`src/sv/s20_pkg.sv`:
```
// Shared types, constants and index tables for the Salsa20 stream cipher block.
package s20_pkg;

    // Round count and the derived mix schedule
    localparam int unsigned ROUNDS        = 20;
    localparam int unsigned DOUBLE_ROUNDS = ROUNDS / 2;
    // one quarter-round line per cycle: 4 lines x 2 half rounds per double round
    localparam int unsigned MIX_STEPS     = DOUBLE_ROUNDS * 8;
    localparam int unsigned STEP_W        = $clog2(MIX_STEPS);

    localparam int unsigned POS_W     = 6;
    localparam int unsigned CFG_IDX_W = 3;
    localparam int unsigned CFG_W     = 64;

    // Configuration register indexes
    localparam logic [CFG_IDX_W-1:0] CFG_KEY0  = 3'd0;
    localparam logic [CFG_IDX_W-1:0] CFG_KEY1  = 3'd1;
    localparam logic [CFG_IDX_W-1:0] CFG_KEY2  = 3'd2;
    localparam logic [CFG_IDX_W-1:0] CFG_KEY3  = 3'd3;
    localparam logic [CFG_IDX_W-1:0] CFG_NONCE = 3'd4;
    localparam logic [CFG_IDX_W-1:0] CFG_CTR   = 3'd5;

    // "expand 32-byte k" constant words
    localparam logic [31:0] SIGMA0 = 32'h6170_7865;
    localparam logic [31:0] SIGMA1 = 32'h3320_646e;
    localparam logic [31:0] SIGMA2 = 32'h7962_2d32;
    localparam logic [31:0] SIGMA3 = 32'h6b20_6574;

    // State word index per quarter round and role (a,b,c,d), nibble {q,role}
    localparam logic [63:0] COL_TAB = 64'hB73F_62EA_1D95_C840;
    localparam logic [63:0] ROW_TAB = 64'hEDCF_98BA_4765_3210;

    typedef struct packed {
        logic [7:0] data_byte;
        logic       last_byte;
    } t_in_item;

    typedef struct packed {
        logic [7:0] out_byte;
        logic       out_last;
    } t_out_item;

    // Controller to datapath
    typedef struct packed {
        logic             load;    // build the initial state from key, nonce, counter
        logic             mix;     // apply one quarter-round line to all four columns/rows
        logic [2:0]       phase;   // [2] row half, [1:0] line within the quarter round
        logic             finish;  // add input words back, bump the block counter
        logic [POS_W-1:0] pos;     // keystream byte to present
    } t_dp_cmd;

    // Datapath to controller
    typedef struct packed {
        logic [7:0] ks_byte;
    } t_dp_sts;

    function automatic logic [3:0] qr_idx(input logic row, input logic [1:0] q,
                                          input logic [1:0] role);
        logic [5:0] base;
        base = {q, role, 2'b00};
        return row ? ROW_TAB[base +: 4] : COL_TAB[base +: 4];
    endfunction

endpackage

```
`src/sv/s20_ctrl.sv`:
```
// Controller: input/output handshakes, byte position, block build sequencing, output register.
module s20_ctrl (
    input  logic                i_clk,
    input  logic                i_rst_n,
    input  logic                i_in_valid,
    output logic                o_in_ready,
    input  s20_pkg::t_in_item   i_in_item,
    output logic                o_out_valid,
    input  logic                i_out_ready,
    output s20_pkg::t_out_item  o_out_item,
    output s20_pkg::t_dp_cmd    o_cmd,
    input  s20_pkg::t_dp_sts    i_sts
);

    typedef enum logic [3:0] {
        S_IDLE = 4'b0001,
        S_MIX  = 4'b0010,
        S_ADD  = 4'b0100,
        S_EMIT = 4'b1000
    } t_state;

    t_state                        r_state, n_state;
    logic [s20_pkg::STEP_W-1:0]    r_step, n_step;
    logic [s20_pkg::POS_W-1:0]     r_pos, n_pos;
    s20_pkg::t_in_item             r_hold;
    s20_pkg::t_out_item            r_out;
    logic                          r_oval;

    logic              slot_free;
    logic              accept;
    logic              emit;
    s20_pkg::t_in_item cur_item;

    assign slot_free  = !r_oval || i_out_ready;
    assign o_in_ready = (r_state == S_IDLE) && slot_free;
    assign accept     = i_in_valid && o_in_ready;

    // Emit directly on accept when a block is ready, else after the build
    assign emit = (accept && (r_pos != '0)) || ((r_state == S_EMIT) && slot_free);
    assign cur_item = (r_state == S_EMIT) ? r_hold : i_in_item;

    // Datapath commands
    always_comb begin
        o_cmd.load   = accept && (r_pos == '0);
        o_cmd.mix    = (r_state == S_MIX);
        o_cmd.phase  = r_step[2:0];
        o_cmd.finish = (r_state == S_ADD);
        o_cmd.pos    = r_pos;
    end

    // Sequencer
    always_comb begin
        n_state = r_state;
        n_step  = r_step;
        unique case (r_state)
            S_IDLE: begin
                if (accept && (r_pos == '0)) begin
                    n_state = S_MIX;
                    n_step  = '0;
                end
            end
            S_MIX: begin
                n_step = r_step + 1'b1;
                if (r_step == s20_pkg::STEP_W'(s20_pkg::MIX_STEPS - 1)) begin
                    n_state = S_ADD;
                end
            end
            S_ADD: begin
                n_state = S_EMIT;
            end
            S_EMIT: begin
                if (slot_free) begin
                    n_state = S_IDLE;
                end
            end
            default: n_state = S_IDLE;
        endcase
    end

    // Byte position: wraps after 64 bytes, cleared after a last byte
    always_comb begin
        n_pos = r_pos;
        if (emit) begin
            n_pos = cur_item.last_byte ? '0 : r_pos + 1'b1;
        end
    end

    always_ff @(posedge i_clk) begin
        if (!i_rst_n) begin
            r_state <= S_IDLE;
            r_step  <= '0;
            r_pos   <= '0;
            r_oval  <= 1'b0;
        end else begin
            r_state <= n_state;
            r_step  <= n_step;
            r_pos   <= n_pos;
            if (emit) begin
                r_oval <= 1'b1;
            end else if (i_out_ready) begin
                r_oval <= 1'b0;
            end
        end
    end

    // Held item and output payload
    always_ff @(posedge i_clk) begin
        if (accept) begin
            r_hold <= i_in_item;
        end
        if (emit) begin
            r_out.out_byte <= cur_item.data_byte ^ i_sts.ks_byte;
            r_out.out_last <= cur_item.last_byte;
        end
    end

    assign o_out_valid = r_oval;
    assign o_out_item  = r_out;

endmodule

```
`config.mk`:
```
export PLATFORM = sky130hd
export DESIGN_NAME = s20_ctrl
export DESIGN_NICKNAME = d
export VERILOG_FILES = /design/src/sv/s20_pkg.sv /design/src/sv/s20_ctrl.sv
export SDC_FILE = /design/constraint.sdc
export NUM_CORES = 1
export LEC_CHECK = 0
export BUFFER_PORTS_ARGS = -buffer_cell sky130_fd_sc_hd__buf_2
export CELL_PAD_IN_SITES_DETAIL_PLACEMENT = 1
export CELL_PAD_IN_SITES_GLOBAL_PLACEMENT = 2
export CORE_UTILIZATION = 33
export CTS_CLUSTER_DIAMETER = 100
export DETAILED_ROUTE_END_ITERATION = 16
export HOLD_SLACK_MARGIN = 0.06
export PLACE_DENSITY_LB_ADDON = 0.1
export SLEW_MARGIN = 15
export SYNTH_ARGS = -nofsm -noshare
export SYNTH_HDL_FRONTEND = slang
export SYNTH_SLANG_ARGS = --single-unit
```
`constraint.sdc`:
```
create_clock -name i_clk -period 2.1 [get_ports i_clk]
set_input_delay 0.105 -clock i_clk [delete_from_list [all_inputs] [get_ports i_clk]]
set_output_delay 0.105 -clock i_clk [all_outputs]
set_load 0.02 [all_outputs]
```
==> reports/metrics.cfg <==
[setup_path]
r2r_slack_ps = 350
crit_path_max_fanout = 9
cp_data_required_time_ps = 2000
r2r_start = r_state[0]
max_stage_delay_ps = 370
crit_family = buffers and inverters
crit_type = flip-flop to output pin
cp-start-kind = flip-flop
crit_path_top_delay_cell = dfxtp_1
cp-end-kind = output pin
cp_cell_sequence = nor2b_1 -> nand2_1 -> clkinv_1 -> buf_2
crit_arrival_ps = 1680
crit_buf_inv = 2
worstSetupStartpoint = r_state[1]

[clocking]
cts_htree_levels = 2
clk_latency_ps = 280
cts-root-buf = clkbuf_8
cts.sinks = 36
cts_tree = done
cts_setup_buffers = 0
cts_buffer_depth = 2
cts_buffers = 5
path_clk_slew_ps = 80

[route]
wl_per_cell_um = 13.74
drt_wl_total_mm = 3.751
viasPerCell = 4.648
drtIter0Drc = 30
postRouteAntennaNets = 0
via_count = 1269
firstDrtPassIters = 4
drcViolationCount = 0

[die]
rows = 25
core_um2 = 4848
initial_utilization = 0.3533
fp.dieW_um = 74.05
dieArea_um2 = 5483
die_h_um = 74.05
io_pins = 44

[min_path]
hp-class = input pin to flip-flop
hp-start = i_sts[3]

[synth]
synth_enable_flop_cells = 18
async_reset_ff_frac = 0
ys_seq_elements = 36
yosys.cell_types.count = 42
synth_top_area_frac = 0.3156
postSynthCellCount = 150
synth.area.top_cells = edfxtp_1 32%, dfxtp_1 21%, xnor2_1 6.1%
yosysTopAreaCell = edfxtp_1
ys.warnings.count = 0
yosysSeqAreaShare = 0.5259
synth.net_count = 174
synth_area_um2 = 1713
ys_top_cells_by_count = 18 x dfxtp_1, 18 x edfxtp_1, 12 x xnor2_1
synth_flop_cell = edfxtp_1
avgSynthCellArea_um2 = 11.42

[global_routing]
antenna_found_initial = 0
grt_pass1_vias = 1379
grt_max_degree = 13
grt_usage = 0.1540
overflow = 0
grt_pass1_wl_mm = 6.299

[outcome]
status = finished clean

[placement]
dp_hpwl_mm = 2.844
gp_congestion = 0.7652
dpl_cell_area_um2 = 1986
place_inst = 256
dp_slack_ps = 322.8
portBuffers = 43

[job]
cap_violations = 0

[power_and_ir_drop]
p_int_mw = 1.204
ir_drop_uv = 251.1
leakagePower_nw = 0.8440
powerDensity_nw_per_um2 = 721.1
pwr-share-seq = 0.501
combPwrFrac = 0.118
switching_share = 0.2365
p_switching_mw = 0.3729
clkPwrFrac = 0.381

[timing]
finalMaxSlewViolations = 0
fin_worst_skew_ps = 4.468
clock.fmax_mhz = 559.9
setup_violations = 0
slew_headroom = 0.7410
worstMarginPinSlew_ps = 383.2
hold_slack_ps = 113.3
finalCriticalPeriod_ps = 1786
period_share = 0.8505
tns_ps = 0
hold_viol = 0
rsz0062_at_grt = no
fin_ws_ps = 314.1

[cells_and_area]
area_delta_synth_final_pct = 27.68
design_area_um2 = 2187
antenna_cells = 0
nets = 229
drive_gt1_frac = 0.3447
finalNonFillerCells = 273

-- path summary, 6_finish.rpt --
| check | to | cells past startpoint |
|---|---|---|
| max | o_cmd[10] | 4 |
| min | o_out_item[4] | 2 |
| max reg2reg | r_pos[1] | 7 |
| min reg2reg | r_step[6] | 1 |
-- what timing repair did --
item	CTS	global route
gates resized for setup	0	0
hold buffers	9	0
hold endpoints to repair	9	0
setup endpoints to repair	0	0
-- stage by stage --
stage                     power, mW    util
after floorplan              0.9219       -
after global placement       0.9768  0.4095
after detailed placement     0.9820  0.4095
after CTS                     1.605  0.4511
after global routing          1.655  0.4511
final                         1.577  0.4511
-- power groups by stage --
| stage | combinational (mW) | sequential (mW) | clock, mW |
|---|---|---|---|
| 6_report | 0.186 | 0.790 | 0.601 |
| 5_1_grt | 0.207 | 0.792 | 0.657 |
| 4_1_cts | 0.190 | 0.790 | 0.626 |
| 3_5_place_dp | 0.175 | 0.807 | 0 |
| 3_3_place_gp | 0.172 | 0.805 | 0 |
| 2_1_floorplan | 0.120 | 0.802 | 0 |
-- worst reg2reg max path, stage by stage, from the launching register on --
cell and delay [ps]:
dfxtp_1 410, nor2b_4 210, nand4_4 160, inv_2 240, a21boi_4 110, inv_2 220
mux2i_1 250, nor2_2 50
-- cell type report --
class | count | area [µm²]
Clock buffer | 5 | 68.82
Clock inverter | 3 | 42.54
Fill cell | 550 | 2661
Inverter | 7 | 26.28
Multi-Input combinational cell | 101 | 744.5
Sequential cell | 36 | 900.9
Tap cell | 67 | 83.83
Timing Repair Buffer | 54 | 320.3
-- cell usage in the layout, fill, tap and decap left out, types with 2 or more instances in the layout --
master and n:
edfxtp_1 18, inv_2 2, buf_2 43, clkbuf_8 5
nand2_1 10, dlygate4sd3_1 9, ha_1 3, buf_4 2
and2_1 4, a31oi_1 4, and3_1 2, nor2_1 9
nor2_2 5, nor2b_1 3, inv_1 4, xnor2_1 12
dfxtp_1 18, o21ai_0 6, nand3_1 5, a21oi_1 6
mux2i_1 10
-- cells by family (layout without fill, tap and decap cells) --
kind of cell / count (synthesis) / in the layout / synth area share
buffers and inverters: 13 / 69 / 0.03944
xor gates and xnor gates: 12 / 12 / 0.06136
DFF: 36 / 36 / 0.5259
AOI/OAI and AO/OA: 24 / 24 / 0.09716
and+or+nand+nor: 51 / 51 / 0.1870
adders and majority gates: 3 / 3 / 0.02192
muxes: 11 / 11 / 0.06720
-- sequential cells by signal (all words and copies together) (netlist names) --
register     flops
o_out_item       9
r_hold           9
r_step           7
r_pos            6
r_state          4
o_out_valid      1
-- metal layers --
metal	share of wire	track usage
met5	0	0
met4	0.019	0.07692
met3	0.052	0.03117
met2	0.46	0.2535
met1	0.47	0.1919
(Power assumes the default switching activity.)
